### src/rtl/core/cprf_pkg.sv
`timescale 1ns / 1ps

package cprf_pkg;

  // Register index codes on the config port
  typedef enum logic [2:0] {
    CFG_KP      = 3'd0,
    CFG_KI      = 3'd1,
    CFG_KD      = 3'd2,
    CFG_P_LIM   = 3'd3,
    CFG_I_LIM   = 3'd4,
    CFG_D_LIM   = 3'd5,
    CFG_OUT_LIM = 3'd6
  } cfg_idx_e;

  localparam int unsigned DataW  = 32;
  localparam int unsigned LimW   = 31;
  localparam int unsigned FracSh = 24;
  localparam int unsigned ClampW = 42;  // widest value ever clamped (integral sum)

  localparam logic signed [DataW-1:0] KpReset = 32'sh0180_0000;  // 1.5
  localparam logic signed [DataW-1:0] KiReset = 32'sh0000_0000;
  localparam logic signed [DataW-1:0] KdReset = 32'shFFF0_A3D7;  // -0.06
  localparam logic [LimW-1:0]         LimReset = 31'h0078_0000;  // 120.0

  typedef struct packed {
    logic signed [DataW-1:0] kp;
    logic signed [DataW-1:0] ki;
    logic signed [DataW-1:0] kd;
    logic [LimW-1:0]         p_lim;
    logic [LimW-1:0]         i_lim;
    logic [LimW-1:0]         d_lim;
    logic [LimW-1:0]         out_lim;
  } cfg_t;

  // Raw Q.40 products
  typedef struct packed {
    logic signed [64:0] p_prod;
    logic signed [64:0] i_prod;
    logic signed [63:0] d_prod;
  } prod_t;

  // Clamped Q16.16 terms
  typedef struct packed {
    logic signed [DataW-1:0] p_term;
    logic signed [DataW-1:0] i_term;
    logic signed [DataW-1:0] d_term;
  } terms_t;

  typedef struct packed {
    logic                    hit;
    logic signed [DataW-1:0] val;
  } clamp_t;

  function automatic clamp_t clamp_sym(input logic signed [ClampW-1:0] x,
                                       input logic [LimW-1:0] lim);
    logic signed [ClampW-1:0] lim_s;
    logic signed [ClampW-1:0] neg_s;
    clamp_t                   res;
    lim_s = $signed({{(ClampW-LimW){1'b0}}, lim});
    neg_s = -lim_s;
    if (x > lim_s) begin
      res.hit = 1'b1;
      res.val = lim_s[DataW-1:0];
    end else if (x < neg_s) begin
      res.hit = 1'b1;
      res.val = neg_s[DataW-1:0];
    end else begin
      res.hit = 1'b0;
      res.val = x[DataW-1:0];
    end
    return res;
  endfunction

endpackage

### src/rtl/core/cprf_acc.sv
`timescale 1ns / 1ps

module cprf_acc (
  input  logic              clk_i,
  input  logic              rst_ni,
  input  cprf_pkg::cfg_t    cfg_i,
  input  logic              valid_i,
  output logic              ready_o,
  input  cprf_pkg::prod_t   prod_i,
  output logic              valid_o,
  input  logic              ready_i,
  output cprf_pkg::terms_t  terms_o
);
  import cprf_pkg::*;

  logic signed [DataW-1:0] integral_q, integral_d;
  logic signed [40:0]      p_sh, i_sh;
  logic signed [39:0]      d_sh;
  logic signed [41:0]      acc;
  clamp_t                  p_c, i_c, d_c;
  terms_t                  terms_q;
  logic                    valid_q;
  logic                    adv;
  logic                    upd;

  // floor divide by 2^24: dropping the low bits of a two's complement value
  assign p_sh = prod_i.p_prod[64:FracSh];
  assign i_sh = prod_i.i_prod[64:FracSh];
  assign d_sh = prod_i.d_prod[63:FracSh];
  assign acc  = 42'(integral_q) + 42'(i_sh);

  always_comb begin
    p_c        = clamp_sym(42'(p_sh), cfg_i.p_lim);
    i_c        = clamp_sym(acc, cfg_i.i_lim);
    d_c        = clamp_sym(42'(d_sh), cfg_i.d_lim);
    integral_d = i_c.val;
  end

  assign adv     = !valid_q || ready_i;
  assign ready_o = adv;
  assign upd     = adv && valid_i;

  always_ff @(posedge clk_i or negedge rst_ni) begin
    if (!rst_ni) begin
      valid_q    <= 1'b0;
      integral_q <= '0;
    end else begin
      if (adv) begin
        valid_q <= valid_i;
      end
      if (upd) begin
        integral_q <= integral_d;
      end
    end
  end

  always_ff @(posedge clk_i) begin
    if (upd) begin
      terms_q.p_term <= p_c.val;
      terms_q.i_term <= i_c.val;
      terms_q.d_term <= d_c.val;
    end
  end

  assign valid_o = valid_q;
  assign terms_o = terms_q;

  a_int_bounded: assert property (@(posedge clk_i) disable iff (!rst_ni)
    upd |=> (33'(integral_q) <= $signed({2'b00, $past(cfg_i.i_lim)}) &&
             33'(integral_q) >= -$signed({2'b00, $past(cfg_i.i_lim)})))
    else $error("integral left its bound after an update");

  a_int_hold: assert property (@(posedge clk_i) disable iff (!rst_ni)
    !upd |=> $stable(integral_q))
    else $error("integral changed without an accepted word");

endmodule

### config.mk
export PLATFORM = sky130hd
export DESIGN_NAME = cprf_acc
export DESIGN_NICKNAME = d
export VERILOG_FILES = /design/src/rtl/core/cprf_pkg.sv /design/src/rtl/core/cprf_acc.sv
export SDC_FILE = /design/constraint.sdc
export NUM_CORES = 1
export LEC_CHECK = 0
export CORE_AREA = 2 2 202 204
export DETAILED_ROUTE_END_ITERATION = 10
export DIE_AREA = 0 0 204 206
export DONT_BUFFER_PORTS = 1
export GPL_TIMING_DRIVEN = 0
export SLEW_MARGIN = 25
export SYNTH_ARGS = -nofsm -noshare
export SYNTH_HDL_FRONTEND = slang
export SYNTH_SLANG_ARGS = --single-unit
### constraint.sdc
create_clock -name clk_i -period 5.11 [get_ports clk_i]
set_clock_uncertainty 0.1 [all_clocks]
set_input_delay 1.533 -clock clk_i [delete_from_list [all_inputs] [get_ports clk_i]]
set_output_delay 1.533 -clock clk_i [all_outputs]
set_load 0.05 [all_outputs]
; ---- Yosys cells after proc, flatten, opt, wreduce, memory -nomap -nowiden
; Index checks and enable logic that the tools add are counted.
; W data, S select, Z words.
[op_classes]
mux = 6
add_sub_neg = 4
n_reduce_logical = 3
n_lt_le_gt_ge = 6
[ops]
columns = operator, count
row1 = $mux W32, 4
row2 = $neg A31 Y42, 3
row3 = $mux W31, 2
row4 = $add A32 B41 Y42, 1
row5 = $gt A42 B32 Y1, 1
row6 = $lt A40 B42 Y1, 1
row7 = $lt A41 B42 Y1, 1
row8 = $lt A42 B42 Y1, 1
row9 = $gt A41 B32 Y1, 1
row10 = $gt A40 B32 Y1, 1
row11 = $logic_and A1 B1 Y1, 1
row12 = $logic_not A1 Y1, 1
row13 = $logic_or A1 B1 Y1, 1
[totals]
word_cells = 26
register_bits = 129
out_inout_bits = 98

; ---- Logic depth before layout (Yosys ltp)
[logic_depth]
ltp_word = 4
ltp_mapped = 27

; ---- Least setup slack after synthesis
; Ideal clock, no wire load.
[synth_path]
path_type = input -> register
startpoint = in cfg_i[94] in the netlist's numbering
endpoint = reg terms_q (netlist bit terms_o[82]), data pin
arrival_ns = 6.759
cell_stages = 22
slack_ns = -2.005
n_path_buf = 1
setup_time_ns = 0.256
cell_sequence = inv_1 > ha_1 > or3b_4 > nor3_4 > nand3_2 > or3_4 > or3_4 > or3_4 > nand3b_1 > nor4_2 > xnor2_1 > ha_1 > a21o_1 > a21o_1 > a21oi_1 > o21ai_0 > a221oi_1 > o22ai_1 > a21oi_1 > clkbuf_1 > mux2_2 > o22a_1
[synth_lines]
columns = item, line_no
row1 = start: declaration, cprf_acc.sv:6  ; input cprf_pkg::cfg_t cfg_i,
row2 = end: declaration, cprf_acc.sv:21  ; terms_t terms_q;

==> flow_summary.ini <==
[outcome]
status = finished, violations left
violations = negative setup slack

[grt]
grt_max_degree = 59
overflow = 0
grt_pass1_wl_mm = 99.4
grt.total_usage_pct = 31.0
grt_pass1_vias = 17082
antenna_found_initial = 1

[timing]
fin_crit_sh_pct = 122
relSlewSlack_pct = 16.7
tightest_slew_ps = 1240
drv_slew = 0
grt_setup_unrepaired = yes
period_needed_ps = 6230
max_freq_mhz = 161
worst_slack_ps = -1120
finalSetupViolCount = 128
hold_viol_final = 0
setup_tns_ps = -122220

[yosys]
synth-seq-area-share_pct = 22.1
syn_inst = 2053
yosysWarnings = 0
synth_seq_cells = 129
yosys.area.top_type = ha_1
synthArstFlopShare_pct = 25.6
syn-cell-area_sq_um = 16800
synth_edf_count = 96
synth_fp_nets = 2731
synth_area_leaders = ha_1 19%, edfxtp_1 17%, a21oi_1 6.0%, xnor2_1 5.0%, dfrtp_1 4.9%
ys.flop_type = edfxtp_1
yosysUniqueCellTypes = 92
avgSynthCellArea_sq_um = 8.16
synth_top_area_share_pct = 19.3

[drt]
vias_per_cell = 6.20
vias = 17245
dr.first_iter.drc_count = 1174
drc = 0
wl_per_cell_um = 24.5
wirelength_mm = 68.2
dr.pass1.iters = 6
postRouteAntennaNets = 0

[cts]
cts.reportedPaths.clkPinSlew_ps = 70
htreeDepth = 4
clkSinkCount = 129
postCtsHoldBufs = 0
cts_buffer_depth = 2
cts_tree = yes
numCtsBuffers = 17
clk_latency_ps = 460
root_buffer = clkbuf_16

[power]
irDropWorstVdd_mv = 0.309
total_power_mw = 12.2
clockPowerShare_pct = 10.8
p_leak_nw = 9.65
power.internal_mw = 6.07
power.switching_mw = 6.12
seq_power_share_pct = 17.1
p_per_area_nw_per_um2 = 531
netSwitchingFraction_pct = 50.2
pwr-share-comb_pct = 72.1

[cells_and_area]
regArea_sq_um = 3710
final_nets = 2912
fillers = 3478
syn_to_final_growth_pct = 37.0
finish.utilization_pct = 57.1
multi_input_area_sq_um = 14900
final_cell_area_sq_um = 23000
stdcell_count = 2780
drive_gt1_share_pct = 31.5

[place]
hpwlAfterDp_mm = 48.5
place.gp.congestion = 0.926
dp.cells = 2586
io_buffers = 0
postPlaceCellArea_sq_um = 18200

[run]
cap_violations = 0

[die]
coreArea_sq_um = 40200
die_w_um = 204
start_util_pct = 41.7
io_pins = 516
die_area_sq_um = 42000
die_h_um = 206
fp-row-count = 74

[worst_setup_path]
r2r-start = integral_q[8]
start_kind = input port
endpoint_kind = flip-flop
cp_max_fo = 6
endpoint = integral_q[1]
rr_worst_depth = 24
crit_start = prod_i[88]
required_ps = 5350
critPathKind = input port to flip-flop
rrSetupSlack_ps = -470
rr_endpoint = terms_o[55]
critPathArrivalTime_ps = 6470

[worst_hold_path]
hold_class = flip-flop to flip-flop
==> per-stage QoR <==
stage	setup slack [ps]	hold WS, ps
after CTS	-1060	406
after global placement	-2630	374
final	-1120	406
after global routing	-1240	431
after detailed placement	-2710	390
after floorplan	-1480	353
==> per-layer routing <==
metal	part of all wire, %	GRT usage, %	up-vias
met5	0	0	-
met4	4.7	15.1	0
li1	-	-	7987
met3	10	9.73	170
met2	46	49.9	824
met1	39	37.6	8264
==> kinds of logic (layout without fill, tap and decap cells) <==
logic type	after synthesis	count (layout)	share of synthesized area, %
AND/OR/NAND/NOR	679	680	20.9
other	0	1	0
flip-flops	129	129	22.1
adder cells (fa/ha/maj)	261	261	19.5
AO/OA/AOI/OAI	596	597	22.8
XOR/XNOR	111	111	5.80
multiplexers	52	52	3.34
buffers and inverters	225	417	5.55
==> area by class of cell <==
cell class	instances	share of cell area, %
antenna	1	0.0109
buffer	70	2.85
clock buffer	17	1.85
clock inverter	15	0.741
inverter	136	2.77
multi-input combinational	1701	64.7
sequential	129	16.2
tap	532	2.90
timing repair buffer	179	8.03
==> how the worst min path moves through the flow <==
stage	to	depth (start not counted)	from
6_report	integral_q[2]	2	integral_q[2]
5_1_grt	integral_q[2]	2	integral_q[2]
4_1_cts	integral_q[29]	2	integral_q[29]
3_5_place_dp	integral_q[26]	2	integral_q[26]
3_3_place_gp	integral_q[29]	2	integral_q[29]
2_1_floorplan	integral_q[18]	2	integral_q[18]
==> power groups by stage <==
stage | clock network [mW] | logic, mW | registers [mW]
after CTS | 1.34 | 7.95 | 2.07
after floorplan | 0 | 4.41 | 1.99
after global routing | 1.37 | 9.37 | 2.11
after detailed placement | 0 | 5.93 | 2.08
after global placement | 0 | 5.84 | 2.08
final | 1.32 | 8.79 | 2.08
==> state kept, by name, summed over array words and instances, names as in the netlist <==
name / cells
integral_q: 32
valid_o: 1
terms_o: 96
==> critical path, stage by stage <==
cell and delay, ps:
ha_2 210, fa_2 230, a21o_1 200, a31oi_4 140, buf_4 170, nor4_4 390
nor3_4 70, buf_4 150, xnor2_1 440, ha_1 340, nand2_1 70, nor2_1 40
a211oi_1 450, o21ai_4 150, nor3_4 240, o21ai_2 110, maj3_2 360, a21o_4 290
buf_8 160, buf_6 150, mux2i_4 180, mux2i_4 110, mux2_4 280
==> cells in the mapped netlist, types with 4 or more instances <==
cell type  number
or4_1           5
nand2_1       168
a211oi_1       14
and2_1         10
o22ai_1        20
nor3b_1         4
o211ai_1       13
mux2i_1        23
nand2b_1       31
dfrtp_1        33
xnor2_1        96
o21ai_1         6
ha_1          259
a31oi_1        18
nand4_1        61
a21oi_1       202
nand3b_1        7
o21a_1         26
nor4_1         28
o31ai_1        26
nor2b_1        23
clkbuf_1       63
o21bai_1       11
nand3_1        58
a21o_1         70
o22a_1         12
o21ai_0       108
buf_6           8
or3_1          24
a211oi_2        8
o2111ai_1       5
and3_1         13
nor3_1         52
a41oi_1         5
nor3_2          6
a311oi_1        4
buf_2          14
nor2_1        148
mux2_2         28
o221ai_1        7
a221oi_1        4
inv_1         135
edfxtp_1       96
xor2_1         15
or2_2          14
==> layout by cell type (no fill, tap or decap), types with 16 or more instances in the layout <==
master	instances
dfrtp_1	33
a21oi_1	104
nor2b_1	17
buf_12	19
a21oi_4	33
edfxtp_1	96
a21oi_2	67
a21o_1	70
ha_1	233
nand2b_1	21
nand3_1	38
clkbuf_16	31
o21ai_0	53
o21ai_2	25
xnor2_1	85
ha_4	20
clkbuf_1	40
nor2_2	25
buf_4	121
nand4_1	61
mux2i_1	19
nor4_1	20
o21a_1	22
nor2_1	111
mux2_4	27
buf_6	27
inv_1	127
nor3_1	38
nand2_1	153
nand3_2	16
o21ai_1	32
==> repair_timing <==
| action | 4_1_cts | 5_1_grt |
|---|---|---|
| endpoints found under the hold margin | 0 | 0 |
| setup endpoints to repair | 128 | 128 |
| pin swaps | 156 | 144 |
| gates cloned | 18 | 3 |
| buffers inserted | 135 | 41 |
| resized for setup | 367 | 204 |
(Power assumes the default switching activity.)
