## config.mk

```make
export PLATFORM = sky130hd
export DESIGN_NAME = cprf_out_flat
export DESIGN_NICKNAME = d
export VERILOG_FILES = /design/src/rtl/core/cprf_pkg.sv /design/src/rtl/core/cprf_if.sv /design/src/rtl/core/cprf_out.sv /design/src/flat_wrapper.sv
export SDC_FILE = /design/constraint.sdc
export NUM_CORES = 1
export LEC_CHECK = 0
export ABC_AREA = 1
export ABC_CLOCK_PERIOD_IN_PS = 4400
export BUFFER_PORTS_ARGS = -buffer_cell sky130_fd_sc_hd__buf_2
export CAP_MARGIN = 20
export CORE_AREA = 2 2 138 140
export CTS_CLUSTER_SIZE = 25
export DETAILED_ROUTE_END_ITERATION = 10
export DIE_AREA = 0 0 140 142
export PLACE_DENSITY = 0.69
export RECOVER_POWER = 100
export REMOVE_ABC_BUFFERS = 1
export SYNTH_ARGS = -nofsm -noshare
export SYNTH_HDL_FRONTEND = slang
export SYNTH_SLANG_ARGS = --single-unit
```

## constraint.sdc

```tcl
create_clock -name clk_i -period 4.4 [get_ports clk_i]
set_input_delay 0.44 -clock clk_i [delete_from_list [all_inputs] [get_ports clk_i]]
set_output_delay 0.44 -clock clk_i [all_outputs]
set_load 0.01 [all_outputs]
```

## src/rtl/core/cprf_pkg.sv

```systemverilog
`timescale 1ns / 1ps

package cprf_pkg;

  // Register index codes on the config port
  typedef enum logic [2:0] {
    CFG_KP      = 3'd0,
    CFG_KI      = 3'd1,
    CFG_KD      = 3'd2,
    CFG_P_LIM   = 3'd3,
    CFG_I_LIM   = 3'd4,
    CFG_D_LIM   = 3'd5,
    CFG_OUT_LIM = 3'd6
  } cfg_idx_e;

  localparam int unsigned DataW  = 32;
  localparam int unsigned LimW   = 31;
  localparam int unsigned FracSh = 24;
  localparam int unsigned ClampW = 42;  // widest value ever clamped (integral sum)

  localparam logic signed [DataW-1:0] KpReset = 32'sh0180_0000;  // 1.5
  localparam logic signed [DataW-1:0] KiReset = 32'sh0000_0000;
  localparam logic signed [DataW-1:0] KdReset = 32'shFFF0_A3D7;  // -0.06
  localparam logic [LimW-1:0]         LimReset = 31'h0078_0000;  // 120.0

  typedef struct packed {
    logic signed [DataW-1:0] kp;
    logic signed [DataW-1:0] ki;
    logic signed [DataW-1:0] kd;
    logic [LimW-1:0]         p_lim;
    logic [LimW-1:0]         i_lim;
    logic [LimW-1:0]         d_lim;
    logic [LimW-1:0]         out_lim;
  } cfg_t;

  // Raw Q.40 products
  typedef struct packed {
    logic signed [64:0] p_prod;
    logic signed [64:0] i_prod;
    logic signed [63:0] d_prod;
  } prod_t;

  // Clamped Q16.16 terms
  typedef struct packed {
    logic signed [DataW-1:0] p_term;
    logic signed [DataW-1:0] i_term;
    logic signed [DataW-1:0] d_term;
  } terms_t;

  typedef struct packed {
    logic                    hit;
    logic signed [DataW-1:0] val;
  } clamp_t;

  function automatic clamp_t clamp_sym(input logic signed [ClampW-1:0] x,
                                       input logic [LimW-1:0] lim);
    logic signed [ClampW-1:0] lim_s;
    logic signed [ClampW-1:0] neg_s;
    clamp_t                   res;
    lim_s = $signed({{(ClampW-LimW){1'b0}}, lim});
    neg_s = -lim_s;
    if (x > lim_s) begin
      res.hit = 1'b1;
      res.val = lim_s[DataW-1:0];
    end else if (x < neg_s) begin
      res.hit = 1'b1;
      res.val = neg_s[DataW-1:0];
    end else begin
      res.hit = 1'b0;
      res.val = x[DataW-1:0];
    end
    return res;
  endfunction

endpackage

```

## src/rtl/core/cprf_if.sv

```systemverilog


interface cprf_out_if;
  logic                valid;
  logic                ready;
  logic signed [31:0]  drive;
  logic                saturated;

  modport source (output valid, output drive, output saturated, input ready);
  modport sink   (input valid, input drive, input saturated, output ready);
endinterface

```

## src/rtl/core/cprf_out.sv

```systemverilog
`timescale 1ns / 1ps

module cprf_out (
  input  logic              clk_i,
  input  logic              rst_ni,
  input  cprf_pkg::cfg_t    cfg_i,
  input  logic              valid_i,
  output logic              ready_o,
  input  cprf_pkg::terms_t  terms_i,
  cprf_out_if.source        out_o
);
  import cprf_pkg::*;

  logic signed [33:0]      sum;
  clamp_t                  sum_c;
  logic signed [DataW-1:0] drive_q;
  logic                    sat_q;
  logic                    valid_q;
  logic                    adv;

  assign sum = 34'(terms_i.p_term) + 34'(terms_i.i_term) + 34'(terms_i.d_term);

  always_comb begin
    sum_c = clamp_sym(42'(sum), cfg_i.out_lim);
  end

  assign adv     = !valid_q || out_o.ready;
  assign ready_o = adv;

  always_ff @(posedge clk_i or negedge rst_ni) begin
    if (!rst_ni) begin
      valid_q <= 1'b0;
    end else if (adv) begin
      valid_q <= valid_i;
    end
  end

  always_ff @(posedge clk_i) begin
    if (adv && valid_i) begin
      drive_q <= sum_c.val;
      sat_q   <= sum_c.hit;
    end
  end

  assign out_o.valid     = valid_q;
  assign out_o.drive     = drive_q;
  assign out_o.saturated = sat_q;

  a_drive_bounded: assert property (@(posedge clk_i) disable iff (!rst_ni)
    valid_q |-> (33'(drive_q) <= $signed({2'b00, cfg_i.out_lim}) &&
                 33'(drive_q) >= -$signed({2'b00, cfg_i.out_lim})))
    else $error("drive outside output limit");

  a_sat_at_bound: assert property (@(posedge clk_i) disable iff (!rst_ni)
    (valid_q && sat_q) |-> (33'(drive_q) == $signed({2'b00, cfg_i.out_lim}) ||
                            33'(drive_q) == -$signed({2'b00, cfg_i.out_lim})))
    else $error("saturated word not at the output limit");

endmodule

```

## src/flat_wrapper.sv

```systemverilog
// flat-port wrapper written by rule: the top's interface ports become plain ports
module cprf_out_flat import cprf_pkg::*;
  (clk_i, rst_ni, cfg_i, valid_i, ready_o, terms_i, out_o_valid, out_o_drive, out_o_saturated, out_o_ready);
  cprf_out_if out_o_i ();
  input  logic clk_i;
  input  logic rst_ni;
  input  cprf_pkg::cfg_t cfg_i;
  input  logic valid_i;
  output logic ready_o;
  input  cprf_pkg::terms_t terms_i;
  output wire logic [$bits(out_o_i.valid)-1:0] out_o_valid;
  output wire logic [$bits(out_o_i.drive)-1:0] out_o_drive;
  output wire logic [$bits(out_o_i.saturated)-1:0] out_o_saturated;
  input wire logic [$bits(out_o_i.ready)-1:0] out_o_ready;
  assign out_o_valid = out_o_i.valid;
  assign out_o_drive = out_o_i.drive;
  assign out_o_saturated = out_o_i.saturated;
  assign out_o_i.ready = out_o_ready;
  cprf_out u_core (.clk_i(clk_i), .rst_ni(rst_ni), .cfg_i(cfg_i), .valid_i(valid_i), .ready_o(ready_o), .terms_i(terms_i), .out_o(out_o_i));
endmodule
```

# --- Word-level counts from Yosys, hierarchy flattened ---
# Cells that the tools add are included.
totals:
  register_bits: 34
  latch_bits: 0
  ramBits: 0
  mem_bits_ro: 0
  in_bits: 320
  out_inout_bits: 35
  elab_cells: 14
  memories: 0
op_classes:
  add_sub_neg: 3
  multipliers: 0
  div_mod_pow: 0
  n_lt_le_gt_ge: 2
  n_eq_ne: 0
  shifts: 0
  mux: 2
  bitwise: 0
  n_reduce_logical: 3
ops:
  columns: ["operator", "n"]
  rows:
  - ["< comparator 34 x 42 -> 1 bit", 1]
  - ["negator 31 -> 42 bit", 1]
  - ["adder 33 x 32 -> 34 bit", 1]
  - ["> comparator 34 x 32 -> 1 bit", 1]
  - ["adder 32 x 32 -> 33 bit", 1]
  - ["2-to-1 mux 33 bit", 1]
  - ["2-to-1 mux 31 bit", 1]
  - ["logical AND 1 bit", 1]
  - ["logical NOT 1 bit", 1]
  - ["logical OR 1 bit", 1]

# --- Logic depth before layout (Yosys ltp) ---
logic_depth:
  depth_word: 5
  depth_mapped: 35
  ltp_nobuf: 34

# --- Worst setup path before layout ---
# No wires, ideal clock.
synth_path:
  path_kind: "input to register"
  startpoint: "input terms_i[1] (netlist name)"
  endpoint: "register u_core.drive_q[31], in the netlist u_core.out_o.drive[31] (data pin)"
  setup_time_ns: 0.255
  arrival_time_ns: 4.088
  required_ns: 4.145
  setup_slack_ns: 0.058
  path_stages: 27
  n_path_buf: 1
  path_cell_list: "inv_1 fa_1 inv_1 ha_1 inv_1 fa_1 o21ai_2 a21oi_1 o21ai_2 a21oi_1 o21bai_1 xor2_1 inv_1 ha_1 a21oi_1 o21a_1 o221a_2 nand2_1 nand2_1 nand2_1 nand3_1 nand2_1 nand2_2 buf_4 nand2_1 nand2_1 and2_1"
synth_via:
  elab_chain_cells: 3
  elab_cells_between_ends: 4
  cone_classes: "add/sub (1); order compare (2); mux (1)"
synth_lines:
  columns: ["item", "line", "source"]
  rows:
  - ["start, declared", "flat_wrapper.sv:10", "input cprf_pkg::terms_t terms_i;"]
  - ["adder 33 x 32 -> 34 bit (*)", "cprf_out.sv:21", "assign sum = 34'(terms_i.p_term) + 34'(terms_i.i_term) + 34'(terms_i.d_term);"]
  - ["< comparator 34 x 42 -> 1 bit", "cprf_pkg.sv:65", "end else if (x < neg_s) begin"]
  - ["2-to-1 mux 33 bit", "cprf_pkg.sv:65", null]
  - ["end signal, assigned", "cprf_out.sv:40", "drive_q <= sum_c.val;"]
  - ["end, declared", "cprf_out.sv:16", "logic signed [DataW-1:0] drive_q;"]
# Mark *: on every way between the ends. The rest lies on a longest branch, timed or not.
# A chain may end at the register's enable or synchronous reset.

==> metrics.csv <==
stage,metric,value,unit
sta,rsz0062_at_grt,yes,
sta,slew_headroom,-0.925,
power,p_per_area,432,mW/mm^2
sta,slew_violations,34,
finish,fin_util,0.553,
placement,port_buffers,165,
worst_setup_path,critPathTopFamily,adder cells,
clocking,clk_pin_slew,0.05,ns
placement,dp_hpwl,18.0,mm
die,design.die.area,0.0199,mm^2
clocking,cts_root_buffer,clkbuf_16,
sta,finalCritPeriodShare,1.01,
die,start_util,0.379,
worst_setup_path,cpPeakStageDelay,0.48,ns
worst_hold_path,worstHoldPathType,input port to flop,
logic_synthesis,yosysWarnings,0,
logic_synthesis,synth_area_leaders,"ha_1, nand2_1, edfxtp_1, fa_1, inv_1",
clocking,cts_buffers,5,
worst_setup_path,cp_max_fo,6,
logic_synthesis,yosysMostFrequentCell,nand2_1,
worst_setup_path,cp_common_cell,nand2_1,
power,power.total,4.41,mW
global_routing,grt_pass1_wl,34.3,mm
sta,setup_slack,-0.0510,ns
power,p_leak,5.27,nW
sta,setup_violations,28,
placement,place_ws,-0.585,ns
global_routing,grt_max_degree,35,
global_routing,gr-total-overflow,0,
sta,whs,0.363,ns
status,violations,"DRC, capacitance limit, slew limit, setup timing",
global_routing,grt_usage,0.209,
finish,fill_cells,1739,
detailed_routing,drt_iter0_markers,471,
flow_run,drv_cap,1,
detailed_routing,drcViolationCount,12,
worst_setup_path,endpoint_kind,flop,
detailed_routing,routedWlPerCell,13.3,um
worst_setup_path,path_class,input port to flop,
worst_setup_path,slowest_stage,fa_1,
detailed_routing,ant_nets,0,
logic_synthesis,synth.largest_area_cell,ha_1,
power,irDropWorstVdd,0.182,mV
global_routing,grt_pass1_vias,7339,
logic_synthesis,synth_area,0.00699,mm^2
worst_setup_path,cp_data_arrival_time,4.47,ns
placement,place_congestion,0.955,
detailed_routing,vias_per_cell,4.86,
sta,post-route-min-period,4.45,ns
sta,finClkSkew,0.00468,ns
finish,nNetsFinal,1828,
clocking,insertion_delay,0.28,ns
logic_synthesis,synthDistinctLibCells,41,
die,die_y,142,um
detailed_routing,drt-total-wl,21.5,mm
logic_synthesis,synthFlopType,edfxtp_1,
detailed_routing,num_vias,7823,
sta,hold_violations,0,
die,core_area,0.0185,mm^2
logic_synthesis,synth-seq-area-share,0.145,
logic_synthesis,synth_edf_count,33,
logic_synthesis,synth_commonest_cells,"nand2_1, inv_1, ha_1",
worst_setup_path,crit_required,4.42,ns
status,status,finished with violations,
clocking,clock_sinks,34,
worst_setup_path,worstSetupStartpointType,input port,
clocking,cts_max_path_buffers,2,
die,core.rowCount,50,
finish,drive_above_1_share,0.313,
clocking,cts_htree_levels,2,
logic_synthesis,syn_inst,1040,
logic_synthesis,synth_top_area_frac,0.179,
die,die_w,140,um
clocking,cts_tree,done,
sta,tightest_slew,2.89,ns
logic_synthesis,synthArstFlopShare,0.0294,
finish,syn2layout_area_growth,46.1,%
global_routing,antenna_found_initial,1,
worst_setup_path,path_buf_inv,8,
die,io_pins,355,
logic_synthesis,syn_avg_cell_area,6.72,um^2
logic_synthesis,ys_ff_latch,34,
sta,max_freq,225,MHz
detailed_routing,drt_pass1_iterations,11,
metal layers:
layer | up-vias | GRT usage | part of all wire
li1 | 4081 | - | -
met1 | 3487 | 0.310 | 0.50
met2 | 241 | 0.347 | 0.44
met3 | 14 | 0.00740 | 0.046
met4 | 0 | 0.0292 | 0.0083
met5 | - | 0 | 0
layout by cell type, fill, tap and decap left out, drive strengths merged:
cell	count
a211oi	2
a21o	3
a21oi	64
a311oi	1
a31oi	2
and2	3
and3	3
buf	308
clkbuf	44
clkinv	1
dfrtp	1
diode	1
dlygate4sd3	1
edfxtp	33
fa	33
ha	100
inv	144
nand2	326
nand3	71
nand4	16
nor2	79
nor3	25
nor3b	1
nor4	10
o2111ai	1
o211ai	4
o21a	5
o21ai	39
o21bai	6
o221a	1
o31ai	1
or2	4
xnor2	10
xor2	34
power by group:
group	internal (mW)	total, mW	switching (mW)
Clock	0.224	0.341	0.117
Sequential	0.495	0.514	0.0192
Combinational	1.71	3.56	1.85
Total	2.43	4.41	1.99
sequential cells by signal (all words and copies together) (netlist names):
signal,cells
u_core.out_o.drive,32
u_core.out_o.valid,1
u_core.out_o.saturated,1
kinds of logic (layout without fill, tap and decap cells):
kind of cell,count (synthesis),count (layout),synth area share
AOI/OAI and AO/OA,129,129,0.103
xor gates and xnor gates,44,44,0.0551
adders and majority gates,133,133,0.274
buffers and inverters,162,498,0.0952
DFF,34,34,0.145
other,0,1,0
and+or+nand+nor,538,538,0.327
what timing repair did:
item | CTS | global route
endpoints found under the setup margin | 33 | 33
gates cloned | 4 | 3
hold endpoints to repair | 1 | 0
pin swaps | 20 | 35
buffers inserted | 17 | 8
resized for setup | 73 | 66
hold buffers | 1 | 0
worst paths after layout:
check | depth (start not counted) | endpoint | slack, ns | startpoint
min in group asynchronous | 2 | u_core.out_o.valid | 0.48 | rst_ni
setup reg to reg | 1 | u_core.out_o.drive[8] | 1.39 | u_core.out_o.valid
setup / recovery | 27 | u_core.out_o.drive[11] | -0.05 | terms_i[65]
max in group asynchronous | 2 | u_core.out_o.valid | 3.83 | rst_ni
hold reg to reg | 2 | u_core.out_o.valid | 0.53 | u_core.out_o.valid
hold / removal | 3 | u_core.out_o.valid | 0.36 | valid_i
stage by stage:
step | cell area, um^2 | TNS [ns] | instances
finish | 10200 | -0.793 | 1611
global route | 10200 | -9.63 | 1611
CTS | 9830 | -0.913 | 1599
detailed placement | 9160 | -17.99 | 1570
global placement | 9160 | -14.25 | 1570
floorplan | 6860 | -8.63 | 1022
final cells by class:
cell class,instances,area (um^2),share of cell area
clock buffers,7,143,0.0140
diodes,1,2.50,0.000245
inverters,144,543,0.0532
well taps,234,293,0.0287
repair buffers,346,2390,0.234
clock inverters,1,5.00,0.000490
flip-flops and latches,34,1020,0.0995
multi-input cells,844,5820,0.570
Power figures use the tool's default switching activity.
